$ cat src/hw/rtl/lecm_pkg.sv
// Shared types and constants for the line editor / command matcher.
// Holds byte codes, the command name table and the result status codes.
// No dependencies.
package lecm_pkg;

    // Default line buffer size (characters held is at most LINE_SIZE-1)
    localparam int LINE_SIZE_DEF = 64;

    // Only the first HOLD_DEPTH characters can decide a match
    localparam int HOLD_DEPTH = 7;
    localparam int HOLD_IDX_W = $clog2(HOLD_DEPTH);
    localparam int NAME_COUNT = 17;
    localparam int INDEX_W    = 5;
    localparam int CHARS_W    = 6;
    localparam int NAME_LEN_W = 3;

    typedef logic [7:0] char_t;

    // Byte codes
    localparam char_t CODE_LF       = 8'd10;
    localparam char_t CODE_CR       = 8'd13;
    localparam char_t CODE_BS       = 8'd8;
    localparam char_t CODE_DEL      = 8'd127;
    localparam char_t CODE_PRINT_LO = 8'h20;
    localparam char_t CODE_PRINT_HI = 8'h7e;

    // Result status codes
    typedef enum logic [1:0] {
        ST_MATCH    = 2'd0,
        ST_UNKNOWN  = 2'd1,
        ST_TOO_LONG = 2'd2
    } line_status_t;

    // Match result handed from the name matcher to the top level
    typedef struct packed {
        logic               hit;
        logic [INDEX_W-1:0] index;
    } match_t;

    // Command names, left aligned, zero padded to HOLD_DEPTH characters
    localparam logic [8*HOLD_DEPTH-1:0] NAME_TEXT [NAME_COUNT] = '{
        {"help",    24'h0},
        {"build",   16'h0},
        {"threads"},
        {"runq",    24'h0},
        {"current"},
        {"waits",   16'h0},
        {"mem",     32'h0},
        {"pages",   16'h0},
        {"maps",    24'h0},
        {"handles"},
        {"ports",   16'h0},
        {"irqs",    24'h0},
        {"perf",    24'h0},
        {"trace",   16'h0},
        {"mmu",     32'h0},
        {"faults",  8'h0},
        {"devices"}
    };

    localparam logic [NAME_LEN_W-1:0] NAME_LEN [NAME_COUNT] = '{
        3'd4, 3'd5, 3'd7, 3'd4, 3'd7, 3'd5, 3'd3, 3'd5, 3'd4,
        3'd7, 3'd5, 3'd4, 3'd4, 3'd5, 3'd3, 3'd6, 3'd7
    };

endpackage

$ cat src/hw/rtl/line_editor_command_matcher_top.sv
// Top level of the line editor / command matcher: input register, line
// state, name matcher and result register. Depends on lecm_pkg and
// lecm_name_match.
//
//  channel | signals                                     | direction
//  --------+---------------------------------------------+----------
//  input   | in_valid, in_stall, rx_byte[7:0]            | in
//  result  | out_valid, out_stall, line_status[1:0],     | out
//          | cmd_index[4:0], line_chars[5:0]             |
//
// One byte per cycle sustained while the result channel is not stalled; the
// result of a line end passes from the input register through one pass of edit
// and match into the result register.
// Reset clears the line count, overflow flag and both valid flags; the
// held characters are not cleared.
// A stalled result holds the edit stage; while the input register holds a
// byte that cannot advance, the input is stalled in that same cycle.
module line_editor_command_matcher_top #(
    parameter int LINE_SIZE = lecm_pkg::LINE_SIZE_DEF
) (
    input  logic                            clk,
    input  logic                            rst_n,
    input  logic                            in_valid,
    output logic                            in_stall,
    input  lecm_pkg::char_t                 rx_byte,
    output logic                            out_valid,
    input  logic                            out_stall,
    output lecm_pkg::line_status_t          line_status,
    output logic [lecm_pkg::INDEX_W-1:0]    cmd_index,
    output logic [lecm_pkg::CHARS_W-1:0]    line_chars
);
    import lecm_pkg::*;

    localparam int CNT_W = $clog2(LINE_SIZE);
    localparam logic [CNT_W-1:0] COUNT_MAX = CNT_W'(LINE_SIZE - 1);

    logic                  in_valid_reg;
    char_t                 in_byte_reg;
    logic [CNT_W-1:0]      count_reg, count_next;
    logic                  ovf_reg, ovf_next;
    char_t                 chars_reg [HOLD_DEPTH];
    logic                  out_valid_reg;
    line_status_t          status_reg, status_next;
    logic [INDEX_W-1:0]    index_reg, index_next;
    logic [CHARS_W-1:0]    chars_cnt_reg;
    logic                  advance;
    logic                  take_in;
    logic                  emit;
    logic                  wr_en;
    logic                  is_eol, is_erase, is_print;
    match_t                match;

    // Edit stage moves when its byte can land in the result register
    assign advance  = in_valid_reg && (!out_valid_reg || !out_stall);
    assign in_stall = in_valid_reg && !advance;
    assign take_in  = in_valid && !in_stall;

    // Input register control
    always_ff @(posedge clk or negedge rst_n)
    begin
        if (!rst_n)
        begin
            in_valid_reg <= 1'b0;
        end
        else if (take_in)
        begin
            in_valid_reg <= 1'b1;
        end
        else if (advance)
        begin
            in_valid_reg <= 1'b0;
        end
    end

    // Capture the byte of an accepted transaction
    always_ff @(posedge clk)
    begin
        if (take_in)
        begin
            in_byte_reg <= rx_byte;
        end
    end

    // Compare the current line against the name table
    lecm_name_match #(
        .CNT_W (CNT_W)
    ) u_match (
        .chars (chars_reg),
        .count (count_reg),
        .match (match)
    );

    // Classify the byte
    assign is_eol   = (in_byte_reg == CODE_CR) || (in_byte_reg == CODE_LF);
    assign is_erase = (in_byte_reg == CODE_BS) || (in_byte_reg == CODE_DEL);
    assign is_print = (in_byte_reg >= CODE_PRINT_LO) && (in_byte_reg <= CODE_PRINT_HI);

    // Edit the line and build the result
    always_comb
    begin
        count_next  = count_reg;
        ovf_next    = ovf_reg;
        wr_en       = 1'b0;
        emit        = 1'b0;
        status_next = ST_UNKNOWN;
        index_next  = '0;
        if (advance)
        begin
            if (is_eol)
            begin
                if (ovf_reg)
                begin
                    emit        = 1'b1;
                    status_next = ST_TOO_LONG;
                end
                else if (count_reg != '0)
                begin
                    emit        = 1'b1;
                    status_next = match.hit ? ST_MATCH : ST_UNKNOWN;
                    index_next  = match.hit ? match.index : '0;
                end
                count_next = '0;
                ovf_next   = 1'b0;
            end
            else if (is_erase)
            begin
                if (!ovf_reg && count_reg != '0)
                begin
                    count_next = count_reg - CNT_W'(1);
                end
            end
            else if (is_print && !ovf_reg)
            begin
                if (count_reg >= COUNT_MAX)
                begin
                    ovf_next = 1'b1;
                end
                else
                begin
                    wr_en      = (count_reg < CNT_W'(HOLD_DEPTH));
                    count_next = count_reg + CNT_W'(1);
                end
            end
        end
    end

    // Line state
    always_ff @(posedge clk or negedge rst_n)
    begin
        if (!rst_n)
        begin
            count_reg <= '0;
            ovf_reg   <= 1'b0;
        end
        else
        begin
            count_reg <= count_next;
            ovf_reg   <= ovf_next;
        end
    end

    // Hold the leading characters of the line
    always_ff @(posedge clk)
    begin
        if (wr_en)
        begin
            chars_reg[count_reg[HOLD_IDX_W-1:0]] <= in_byte_reg;
        end
    end

    // Result register control
    always_ff @(posedge clk or negedge rst_n)
    begin
        if (!rst_n)
        begin
            out_valid_reg <= 1'b0;
        end
        else if (advance)
        begin
            out_valid_reg <= emit;
        end
        else if (!out_stall)
        begin
            out_valid_reg <= 1'b0;
        end
    end

    // Result payload
    always_ff @(posedge clk)
    begin
        if (advance && emit)
        begin
            status_reg    <= status_next;
            index_reg     <= index_next;
            chars_cnt_reg <= CHARS_W'(count_reg);
        end
    end

    assign out_valid   = out_valid_reg;
    assign line_status = status_reg;
    assign cmd_index   = index_reg;
    assign line_chars  = chars_cnt_reg;

    // Count never passes the line limit
    a_count_limit: assert property (@(posedge clk) disable iff (!rst_n)
        count_reg <= COUNT_MAX)
        else $error("line count beyond limit");

    // Overflow only ever sits at a full line
    a_ovf_full: assert property (@(posedge clk) disable iff (!rst_n)
        ovf_reg |-> count_reg == COUNT_MAX)
        else $error("overflow flag without full line");

    // A line end clears the line
    a_eol_clears: assert property (@(posedge clk) disable iff (!rst_n)
        advance && is_eol |=> count_reg == '0 && !ovf_reg)
        else $error("line not cleared after line end");

    // Too-long and unknown results carry index zero
    a_index_zero: assert property (@(posedge clk) disable iff (!rst_n)
        out_valid_reg && status_reg != ST_MATCH |-> index_reg == '0)
        else $error("nonzero index on unmatched result");

    // Input is held off only while the result register is blocked
    a_stall_cause: assert property (@(posedge clk) disable iff (!rst_n)
        in_stall |-> out_valid_reg && out_stall && in_valid_reg)
        else $error("input stalled without a blocked result");

endmodule

$ cat src/hw/rtl/lecm_name_match.sv
// Parallel compare of the held line against the fixed command name table.
// Depends on lecm_pkg (name table, match_t).
module lecm_name_match #(
    parameter int CNT_W = 6
) (
    input  lecm_pkg::char_t  chars [lecm_pkg::HOLD_DEPTH],
    input  logic [CNT_W-1:0] count,
    output lecm_pkg::match_t match
);
    import lecm_pkg::*;

    logic [NAME_COUNT-1:0] name_eq;

    // Compare length and the leading characters of every name
    always_comb
    begin
        for (int k = 0; k < NAME_COUNT; k++)
        begin
            name_eq[k] = (count == CNT_W'(NAME_LEN[k]));
            for (int i = 0; i < HOLD_DEPTH; i++)
            begin
                if (i < int'(NAME_LEN[k]) &&
                    chars[i] != NAME_TEXT[k][8*(HOLD_DEPTH-i)-1 -: 8])
                begin
                    name_eq[k] = 1'b0;
                end
            end
        end
    end

    // Pick the lowest matching index
    always_comb
    begin
        match.hit   = 1'b0;
        match.index = '0;
        for (int k = NAME_COUNT-1; k >= 0; k--)
        begin
            if (name_eq[k])
            begin
                match.hit   = 1'b1;
                match.index = INDEX_W'(k);
            end
        end
    end

endmodule

$ cat config.mk
export PLATFORM = sky130hd
export DESIGN_NAME = line_editor_command_matcher_top
export DESIGN_NICKNAME = d
export VERILOG_FILES = /design/src/hw/rtl/lecm_pkg.sv /design/src/hw/rtl/line_editor_command_matcher_top.sv /design/src/hw/rtl/lecm_name_match.sv
export SDC_FILE = /design/constraint.sdc
export NUM_CORES = 1
export LEC_CHECK = 0
export BUFFER_PORTS_ARGS = -buffer_cell sky130_fd_sc_hd__buf_4
export CAP_MARGIN = 20
export CORE_MARGIN = 5
export CORE_UTILIZATION = 55
export CTS_CLUSTER_DIAMETER = 150
export CTS_CLUSTER_SIZE = 30
export DETAILED_ROUTE_END_ITERATION = 8
export PLACE_DENSITY = 0.73
export SLEW_MARGIN = 25
export SYNTH_ARGS = -nofsm -noshare
export SYNTH_HDL_FRONTEND = slang
export SYNTH_SLANG_ARGS = --single-unit
$ cat constraint.sdc
create_clock -name clk -period 4.58 [get_ports clk]
set_input_delay 0.458 -clock clk [delete_from_list [all_inputs] [get_ports clk]]
set_output_delay 0.458 -clock clk [all_outputs]
set_load 0.005 [all_outputs]
==> impl_metrics.env, run 1 <==
export IMPL_route_detailed_drc=0
export IMPL_drv_cap=0
export IMPL_period_share_pct=77.1
export IMPL_hold_path_class="primary input to flip-flop"
export IMPL_worstSetupEndpointType="flip-flop"
export IMPL_synth_area_um2=4130
export IMPL_sw_frac_of_total_pct=23.8
export IMPL_clock_path_buffers=2
export IMPL_postCtsSetupBuffers=0
export IMPL_ys_warn_count=0
export IMPL_layout_setup_ws_ps=1050
export IMPL_holdPathEnd="in_byte_reg[7]$_DFFE_PP_"
export IMPL_busiest_layer="met2"
export IMPL_rr_worst_depth=9
export IMPL_num_vias=2987
export IMPL_place_hpwl_um=7450
export IMPL_grt_use_met3_pct=4.53
export IMPL_grt_max_degree=16
export IMPL_largest_register_ffs=56
export IMPL_finalHoldViolCount=0
export IMPL_setup_viol=0
export IMPL_vias_per_cell=6.44
export IMPL_max_freq_mhz=283
export IMPL_ir_worst_vdd_mv=0.246
export IMPL_worstSetupStartpointType="flip-flop"
export IMPL_grt_pass1_wl_um=15700
export IMPL_dieArea_um2=9350
export IMPL_fp_coreArea_um2=7290
export IMPL_worst_r2r_setup_slack_ps=1050
export IMPL_worstHoldPathCells=1
export IMPL_p_leak_nw=1.52
export IMPL_final_max_slew_viol_count=0
export IMPL_tightest_slew_ps=1050
export IMPL_pin_count=27
export IMPL_netlist_instances=322
export IMPL_area_delta_synth_final_pct=12.1
export IMPL_synth_flop_cell="edfxtp_1"
export IMPL_die_h_um=96.7
export IMPL_antenna_found_initial=0
export IMPL_period_needed_ps=3530
export IMPL_syn_area_per_cell_um2=12.8
export IMPL_ys_types=55
export IMPL_outcome="completed"
export IMPL_clock_latency_ps=350
export IMPL_cts_tree="yes"
export IMPL_intPower_mw=1.10
export IMPL_diodes=0
export IMPL_rr_endpoint="count_reg[5]$_DFFE_PN0P_"
export IMPL_grt_util_met1_pct=28.1
export IMPL_dpl_instance_area_um2=4450
export IMPL_initial_utilization_pct=56.7
export IMPL_drtIter0Drc=239
export IMPL_tns_ps=0
export IMPL_stdcell_area_um2=4630
export IMPL_power_frac_seq_pct=63.4
export IMPL_grt_pass1_vias=2952
export IMPL_cp_required_ps=4820
export IMPL_r2r_start="in_byte_reg[6]$_DFFE_PP_"
export IMPL_syn_num_nets=339
export IMPL_async_flop_share_pct=10.5
export IMPL_path_max_fanout=10
export IMPL_cts_sinks=86
export IMPL_share_comb_of_total_power_pct=4.1
export IMPL_track_usage_pct=21.5
export IMPL_wl_um=10000
export IMPL_p_per_area_nw_per_um2=310
export IMPL_nNetsFinal=377
export IMPL_arrival_ps=3770
export IMPL_ys_ff_latch=86
export IMPL_drive_gt1_share_pct=16.4
export IMPL_ys_seq_area_share_pct=61.4
export IMPL_cts_made_buffers=9
export IMPL_num_rows=31
export IMPL_final_antenna_net_count=0
export IMPL_port_buffers=26
export IMPL_p_clk_share_pct=32.5
export IMPL_place_ws_ps=1080
export IMPL_gr_total_overflow=0
export IMPL_htreeDepth=3
export IMPL_relSlewSlack_pct=29.3
export IMPL_use_met2_pct=34.6
export IMPL_p_switching_mw=0.342
export IMPL_cts_root_buf="clkbuf_8"
export IMPL_dr_pass1_iters=5
export IMPL_die_x_um=96.7
export IMPL_gp_congestion=0.915
export IMPL_finClkSkew_ps=14.2
export IMPL_path_class="flip-flop to flip-flop"
export IMPL_path_clk_slew_ps=80
export IMPL_wl_per_cell_um=21.7
export IMPL_grt_setup_unrepaired="no"
export IMPL_synth_edf_count=77
export IMPL_min_delay_start="rx_byte[7]"
cell type report:
type,instances,area [µm²]
Inverter,7,26.3
Timing Repair Buffer,33,250
Multi-Input combinational cell,223,1520
Sequential cell,86,2540
Clock inverter,7,48.8
Tap cell,99,124
Clock buffer,9,124
Fill cell,581,2660
metal layers:
metal	vias to the layer above	wire (µm)
met3	28	596
met5	-	0
met4	0	360
li1	1371	-
met1	1457	4250
met2	131	4840
cells by family after synthesis:
| family | after synthesis | synth area share [%] |
|---|---|---|
| simple gates | 181 | 27.6 |
| flops | 86 | 61.4 |
| compound gates | 33 | 6.54 |
| buf+inv | 13 | 1.88 |
| fa+ha+maj | 5 | 1.70 |
| xor+xnor | 4 | 0.848 |
worst max-delay path by stage:
| stage | start | end | slack, ps | cells past startpoint |
|---|---|---|---|---|
| finish | in_byte_reg[6]$_DFFE_PP_ | count_reg[5]$_DFFE_PN0P_ | 1050 | 9 |
| CTS | in_byte_reg[6]$_DFFE_PP_ | count_reg[5]$_DFFE_PN0P_ | 1040 | 9 |
| global route | in_byte_reg[6]$_DFFE_PP_ | count_reg[5]$_DFFE_PN0P_ | 880 | 9 |
| global placement | in_byte_reg[6]$_DFFE_PP_ | count_reg[5]$_DFFE_PN0P_ | 1270 | 9 |
| floorplan | in_byte_reg[6]$_DFFE_PP_ | count_reg[5]$_DFFE_PN0P_ | 1460 | 10 |
| detailed placement | in_byte_reg[6]$_DFFE_PP_ | count_reg[5]$_DFFE_PN0P_ | 1080 | 9 |
what timing repair did:
| item | CTS | global route |
|---|---|---|
| endpoints found under the hold margin | 9 | 0 |
| resized for setup | 0 | 0 |
| hold buffers | 1 | 0 |
synth_stat cells (2+ instances only):
library cell | number | area (µm²)
a21oi_1 | 6 | 30.0
ha_1 | 4 | 50.1
nor2b_1 | 9 | 56.3
nand3_1 | 17 | 85.1
and4_1 | 2 | 17.5
inv_1 | 7 | 26.3
a21o_1 | 3 | 22.5
and3b_1 | 3 | 26.3
nand4b_1 | 7 | 61.3
xor2_1 | 3 | 26.3
dfrtp_1 | 9 | 225
nor4_1 | 13 | 81.3
and4b_1 | 7 | 70.1
nor4b_1 | 6 | 52.6
and3_1 | 4 | 25.0
clkbuf_8 | 2 | 27.5
o21ai_0 | 2 | 10.0
nor4bb_1 | 12 | 120
o31a_1 | 2 | 17.5
nor3_1 | 7 | 35.0
or3b_2 | 2 | 17.5
nor3b_1 | 5 | 37.5
or2_2 | 2 | 12.5
nand4_1 | 18 | 113
clkbuf_1 | 2 | 7.51
nand2b_1 | 4 | 25.0
edfxtp_1 | 77 | 2310
and2_1 | 3 | 18.8
a22oi_1 | 2 | 15.0
o31ai_1 | 5 | 37.5
or4_1 | 4 | 30.0
nor2_1 | 25 | 93.8
nand3b_1 | 5 | 37.5
nand2_1 | 22 | 82.6
cells in the final DEF, fill, tap and decap left out, types with 4 or more instances in the layout:
cell type / synthesis / routed
inv_1: 7 / 7
and3_1: 4 / 4
and4b_1: 7 / 7
nor3_1: 7 / 7
nor2b_1: 9 / 9
o31ai_1: 5 / 5
nand2_1: 22 / 22
or4_1: 4 / 4
nand3_1: 17 / 17
edfxtp_1: 77 / 77
nor2_1: 25 / 25
buf_4: 0 / 32
ha_1: 4 / 4
nand3b_1: 5 / 5
nor4bb_1: 12 / 11
clkbuf_8: 2 / 9
nor4_1: 13 / 13
nand4_1: 18 / 18
nand4b_1: 7 / 7
a21oi_1: 6 / 6
nor4b_1: 6 / 6
nand2b_1: 4 / 4
dfrtp_1: 9 / 9
nor3b_1: 5 / 5
power by group through the flow:
| stage | clock network, mW | logic (mW) | registers [mW] |
|---|---|---|---|
| after floorplan | 0 | 0.0657 | 0.900 |
| after global placement | 0 | 0.0567 | 0.926 |
| after detailed placement | 0 | 0.0582 | 0.928 |
| after CTS | 0.474 | 0.0596 | 0.910 |
| after global routing | 0.513 | 0.0668 | 0.916 |
| final | 0.467 | 0.0596 | 0.912 |
worst max-delay path: stages, from the launching register on:
cell and delay (ps):
edfxtp_1 540, or4b_4 610, or4_4 440, a21oi_1 490, ha_1 340, a21o_1 180, a21oi_1 210, o21ai_0 150
xnor2_1 170, o41ai_1 280
per-stage QoR:
| step | utilization, % | power [mW] | hold WS (ps) | cells |
|---|---|---|---|---|
| 6_report | 63.6 | 1.44 | 279 | 464 |
| 5_1_grt | 63.6 | 1.50 | 259 | 464 |
| 4_1_cts | 63.5 | 1.44 | 265 | 464 |
| 3_5_place_dp | 61.0 | 0.986 | 290 | 447 |
| 3_3_place_gp | 61.0 | 0.983 | 288 | 447 |
| 2_1_floorplan | - | 0.965 | 162 | 322 |
Note: power is estimated with default switching activity, not from simulation.
==> run 2, diff against run 1 <==
--- a/config.mk
+++ b/config.mk
@@ -8,11 +8,11 @@
 export BUFFER_PORTS_ARGS = -buffer_cell sky130_fd_sc_hd__buf_4
 export CAP_MARGIN = 20
 export CORE_MARGIN = 5
-export CORE_UTILIZATION = 55
+export CORE_UTILIZATION = 54
 export CTS_CLUSTER_DIAMETER = 150
 export CTS_CLUSTER_SIZE = 30
 export DETAILED_ROUTE_END_ITERATION = 8
-export PLACE_DENSITY = 0.73
+export PLACE_DENSITY = 0.75
 export SLEW_MARGIN = 25
 export SYNTH_ARGS = -nofsm -noshare
 export SYNTH_HDL_FRONTEND = slang
==> constraint.sdc (replaced) <==
create_clock -name clk -period 3.1 [get_ports clk]
set_input_delay 0.31 -clock clk [delete_from_list [all_inputs] [get_ports clk]]
set_output_delay 0.31 -clock clk [all_outputs]
set_load 0.005 [all_outputs]
==> impl_metrics.env, run 2 (synthesis results as in run 1) <==
export IMPL_track_usage_pct=21.6
export IMPL_dr_pass1_iters=5
export IMPL_final_antenna_net_count=0
export IMPL_cp_required_ps=3350
export IMPL_period_needed_ps=2930
export IMPL_wl_per_cell_um=20.3
export IMPL_gr_total_overflow=0
export IMPL_antenna_found_initial=0
export IMPL_port_buffers=26
export IMPL_worstHoldPathCells=1
export IMPL_p_leak_nw=1.64
export IMPL_final_common_cell="edfxtp_1"
export IMPL_p_per_area_nw_per_um2=481
export IMPL_drv_cap=0
export IMPL_ir_worst_vdd_mv=0.347
export IMPL_tns_ps=0
export IMPL_sw_frac_of_total_pct=22.3
export IMPL_power_mw=2.32
export IMPL_finClkSkew_ps=10.2
export IMPL_final_cell_mix="edfxtp_1 (77), buf_4 (51), nor2_1 (25)"
export IMPL_relSlewSlack_pct=50.2
export IMPL_period_share_pct=94.5
export IMPL_initial_utilization_pct=54.3
export IMPL_drive_gt1_share_pct=20.3
export IMPL_gp_congestion=0.914
export IMPL_finalHoldViolCount=0
export IMPL_power_frac_seq_pct=56.3
export IMPL_final_max_slew_viol_count=0
export IMPL_path_clk_slew_ps=90
export IMPL_p_switching_mw=0.519
export IMPL_area_delta_synth_final_pct=16.9
export IMPL_worst_r2r_setup_slack_ps=170
export IMPL_path_max_fanout=2
export IMPL_die_x_um=97.5
export IMPL_pin_count=27
export IMPL_intPower_mw=1.81
export IMPL_num_rows=32
export IMPL_vias_per_cell=6.38
export IMPL_hold_path_class="primary input to flip-flop"
export IMPL_wl_um=9890
export IMPL_clock_latency_ps=350
export IMPL_setup_viol=0
export IMPL_outcome="completed"
export IMPL_cts_sinks=86
export IMPL_largest_register_ffs=56
export IMPL_rr_worst_depth=9
export IMPL_drtIter0Drc=376
export IMPL_grt_pass1_wl_um=16000
export IMPL_path_class="flip-flop to flip-flop"
export IMPL_max_freq_mhz=341
export IMPL_worstSetupStartpointType="flip-flop"
export IMPL_cts_made_buffers=9
export IMPL_place_hpwl_um=7350
export IMPL_tightest_slew_ps=744
export IMPL_share_comb_of_total_power_pct=6.7
export IMPL_cts_tree="yes"
export IMPL_p_clk_share_pct=37.0
export IMPL_grt_pass1_vias=3057
export IMPL_fp_coreArea_um2=7610
export IMPL_grt_max_degree=16
export IMPL_diodes=0
export IMPL_route_detailed_drc=0
export IMPL_nNetsFinal=396
export IMPL_clock_path_buffers=2
export IMPL_arrival_ps=3180
export IMPL_htreeDepth=3
export IMPL_grt_setup_unrepaired="no"
export IMPL_num_vias=3099
export IMPL_dieArea_um2=9500
export IMPL_die_h_um=97.5
export IMPL_cts_root_buf="clkbuf_8"
export IMPL_fillers=586
export IMPL_worstSetupEndpointType="flip-flop"
[run 2: changes by cell type in the layout (fill, tap and decap cells not counted), moves of 2 or more]
| cell | change |
|---|---|
| buf_4 | +19 |
| clkinv_2 | -3 |
| a21oi_1 | -2 |
| a21oi_2 | +2 |
| bufinv_16 | +2 |
| clkinv_1 | +2 |
[run 2: power by group through the flow]
stage / registers, mW / clock network [mW] / logic [mW]
2_1_floorplan: 1.33 / 0 / 0.0971
4_1_cts: 1.31 / 0.872 / 0.153
5_1_grt: 1.31 / 0.924 / 0.173
3_3_place_gp: 1.33 / 0 / 0.147
6_report: 1.31 / 0.861 / 0.155
3_5_place_dp: 1.33 / 0 / 0.152
[run 2: metal layers]
metal,track usage [%],share of wire [%],vias up
met5,0,0,-
met4,8.95,2.9,0
met3,4.52,8.5,32
met2,35.2,48,165
met1,28.0,40,1497
li1,-,-,1405
[run 2: final cells by class]
class,instances,area (µm²),area share (%)
well taps,102,128,2.64
repair buffers,52,393,8.13
flip-flops and latches,86,2540,52.5
clock buffers,9,124,2.56
multi-input cells,223,1530,31.6
inverters,7,26.3,0.544
clock inverters,7,96.3,1.99
[run 2: worst paths after layout]
check | from | endpoint
max | in_byte_reg[6]$_DFFE_PP_ | count_reg[5]$_DFFE_PN0P_
min | rx_byte[4] | in_byte_reg[4]$_DFFE_PP_
max reg2reg | in_byte_reg[6]$_DFFE_PP_ | count_reg[5]$_DFFE_PN0P_
min reg2reg | out_valid$_DFFE_PN0P_ | out_valid$_DFFE_PN0P_
max in group asynchronous | rst_n | count_reg[0]$_DFFE_PN0P_
min in group asynchronous | rst_n | count_reg[1]$_DFFE_PN0P_
[run 2: repair_timing]
item / in CTS / in global routing
hold buffers: 1 / 0
buffers inserted: 0 / 0
setup endpoints to repair: 0 / 1
endpoints found under the hold margin: 9 / 0
gates resized for setup: 0 / 1
[run 2: critical path, cell delays in order (launching register included)]
cell and delay [ps]:
edfxtp_1 400, or4b_4 570, or4_4 450, a21oi_2 190, ha_1 270, a21o_1 200, a21oi_2 190, o21ai_0 160
xnor2_1 170, o41ai_1 230
[run 2: through the flow]
step | instance area [µm²] | util [%] | hold slack, ps | std cells | worst slack [ps]
finish | 4830 | 63.5 | 126 | 486 | 171
global route | 4830 | 63.5 | 108 | 486 | 27.6
CTS | 4830 | 63.4 | 115 | 486 | 91.5
detailed placement | 4600 | 60.4 | 140 | 469 | 164
global placement | 4600 | 60.4 | 140 | 469 | 308
floorplan | 4140 | - | 14.4 | 322 | 124
==> run 3, diff against run 2 <==
--- a/config.mk
+++ b/config.mk
@@ -13,6 +13,7 @@
 export CTS_CLUSTER_SIZE = 30
 export DETAILED_ROUTE_END_ITERATION = 8
 export PLACE_DENSITY = 0.75
+export REMOVE_ABC_BUFFERS = 1
 export SLEW_MARGIN = 25
 export SYNTH_ARGS = -nofsm -noshare
 export SYNTH_HDL_FRONTEND = slang
==> impl_metrics.env, run 3 (synthesis results as in run 1) <==
export IMPL_outcome="completed"
export IMPL_cts_sinks=86
export IMPL_drtIter0Drc=276
export IMPL_wl_um=9630
export IMPL_clock_latency_ps=360
export IMPL_die_x_um=97.5
export IMPL_cts_tree="yes"
export IMPL_num_rows=32
export IMPL_finClkSkew_ps=12.2
export IMPL_finalHoldViolCount=0
export IMPL_min_delay_start="rx_byte[0]"
export IMPL_p_clk_share_pct=36.7
export IMPL_tightest_slew_ps=754
export IMPL_tns_ps=0
export IMPL_vias_per_cell=6.19
export IMPL_initial_utilization_pct=54.3
export IMPL_final_core_util_pct=63.3
export IMPL_holdPathEnd="in_byte_reg[0]$_DFFE_PP_"
export IMPL_period_share_pct=93.0
export IMPL_drv_cap=0
export IMPL_setup_viol=0
export IMPL_worstSetupStartpointType="flip-flop"
export IMPL_diodes=0
export IMPL_p_per_area_nw_per_um2=479
export IMPL_power_mw=2.31
export IMPL_track_usage_pct=20.8
export IMPL_area_delta_synth_final_pct=16.4
export IMPL_grt_pass1_vias=2904
export IMPL_die_h_um=97.5
export IMPL_power_frac_seq_pct=56.7
export IMPL_final_antenna_net_count=0
export IMPL_startpoint="in_byte_reg[4]$_DFFE_PP_"
export IMPL_grt_max_degree=15
export IMPL_sw_frac_of_total_pct=22.0
export IMPL_p_leak_nw=1.63
export IMPL_route_detailed_drc=0
export IMPL_path_clk_slew_ps=90
export IMPL_cts_root_buf="clkbuf_8"
export IMPL_pin_count=27
export IMPL_arrival_ps=3130
export IMPL_num_vias=2997
export IMPL_share_comb_of_total_power_pct=6.7
export IMPL_grt_pass1_wl_um=15300
export IMPL_final_cell_mix="edfxtp_1 (77), buf_4 (50), nor2_1 (25)"
export IMPL_crit_path_top_delay_cell="or4b_4"
export IMPL_gr_total_overflow=0
export IMPL_period_needed_ps=2880
export IMPL_worst_r2r_setup_slack_ps=220
export IMPL_final_max_slew_viol_count=0
export IMPL_drive_gt1_share_pct=20.2
export IMPL_worstHoldPathCells=1
export IMPL_place_hpwl_um=7240
export IMPL_cp_required_ps=3350
export IMPL_path_class="flip-flop to flip-flop"
export IMPL_htreeDepth=3
export IMPL_rr_worst_depth=9
export IMPL_hold_path_class="primary input to flip-flop"
export IMPL_relSlewSlack_pct=49.6
export IMPL_wl_per_cell_um=19.9
export IMPL_cp_common_cell="a21oi_2"
export IMPL_postCtsSetupBuffers=0
export IMPL_ir_worst_vdd_mv=0.389
export IMPL_p_switching_mw=0.507
export IMPL_cts_made_buffers=9
export IMPL_intPower_mw=1.80
export IMPL_max_stage_delay_ps=550
export IMPL_grt_setup_unrepaired="no"
export IMPL_fp_coreArea_um2=7610
export IMPL_nNetsFinal=395
export IMPL_clock_path_buffers=2
export IMPL_crit_chain="or4b_4 > or4_4 > a21oi_2 > ha_1 > a21o_1 > a21oi_2 > o21ai_0 > xnor2_1 > o41ai_1"
export IMPL_final_common_cell="edfxtp_1"
export IMPL_fillers=578
export IMPL_port_buffers=26
export IMPL_rr_endpoint="count_reg[5]$_DFFE_PN0P_"
export IMPL_worstSetupEndpointType="flip-flop"
export IMPL_path_max_fanout=2
export IMPL_dieArea_um2=9500
export IMPL_antenna_found_initial=0
export IMPL_largest_register_ffs=56
export IMPL_gp_congestion=0.950
export IMPL_max_freq_mhz=347
export IMPL_dr_pass1_iters=6
export IMPL_r2r_start="in_byte_reg[4]$_DFFE_PP_"
## run 3: cell count changes in the layout (fill, tap and decap cells not counted)
cell | before | now
buf_4 | 51 | 50
clkinv_2 | 0 | 1
inv_8 | 1 | 0
clkinv_1 | 2 | 0
clkbuf_1 | 0 | 1
## run 3: how the worst max path moves through the flow
stage	cells after the start	to	slack, ps
finish	9	count_reg[5]$_DFFE_PN0P_	220
CTS	9	count_reg[5]$_DFFE_PN0P_	100
global placement	11	count_reg[4]$_DFFE_PN0P_	250
floorplan	10	count_reg[5]$_DFFE_PN0P_	-50
global route	9	count_reg[5]$_DFFE_PN0P_	40
detailed placement	9	count_reg[5]$_DFFE_PN0P_	130
## run 3: per-stage QoR
stage          setup WS [ps]  hold WS (ps)  std cells  cell area [µm²]
3_3_place_gp             250           140        468             4580
4_1_cts                  100           108        484             4800
5_1_grt                 44.1           105        484             4810
3_5_place_dp             125           143        468             4580
2_1_floorplan          -47.7          14.4        316             4080
6_report                 218           127        484             4810
## run 3: final cells by class
cell class                      instances  area (µm²)  share of cell area (%)
Timing Repair Buffer                   51         385                    8.01
Clock buffer                           10         128                    2.65
Multi-Input combinational cell        223        1530                    31.7
Sequential cell                        86        2540                    52.7
Clock inverter                          5        82.6                    1.72
Inverter                                7        26.3                   0.546
Tap cell                              102         128                    2.65
## run 3: what timing repair did
action / 4_1_cts / 5_1_grt
endpoints found under the hold margin: 9 / 0
setup endpoints to repair: 0 / 1
resized for setup: 0 / 2
hold buffers: 1 / 0
## run 3: worst max-delay path, delay by kind of cell, from the launching register on
kind,cells,cell delay [ps]
compound gates,5,920
simple gates,2,1000
fa+ha+maj,1,260
flops,1,410
xor+xnor,1,180
## run 3: layer usage
metal,up-vias,track usage (%),part of all wire [%]
li1,1411,-,-
met1,1418,28.7,43
met2,140,32.1,47
met5,-,0,0
met4,0,8.84,2.9
met3,28,4.31,7.2
## run 3: power by group through the flow
stage                     clock network (mW)  registers (mW)  logic [mW]
after global placement                     0            1.33       0.144
final                                  0.846            1.31       0.153
after floorplan                            0            1.35      0.0598
after CTS                              0.859            1.31       0.150
after detailed placement                   0            1.33       0.149
after global routing                   0.904            1.31       0.166
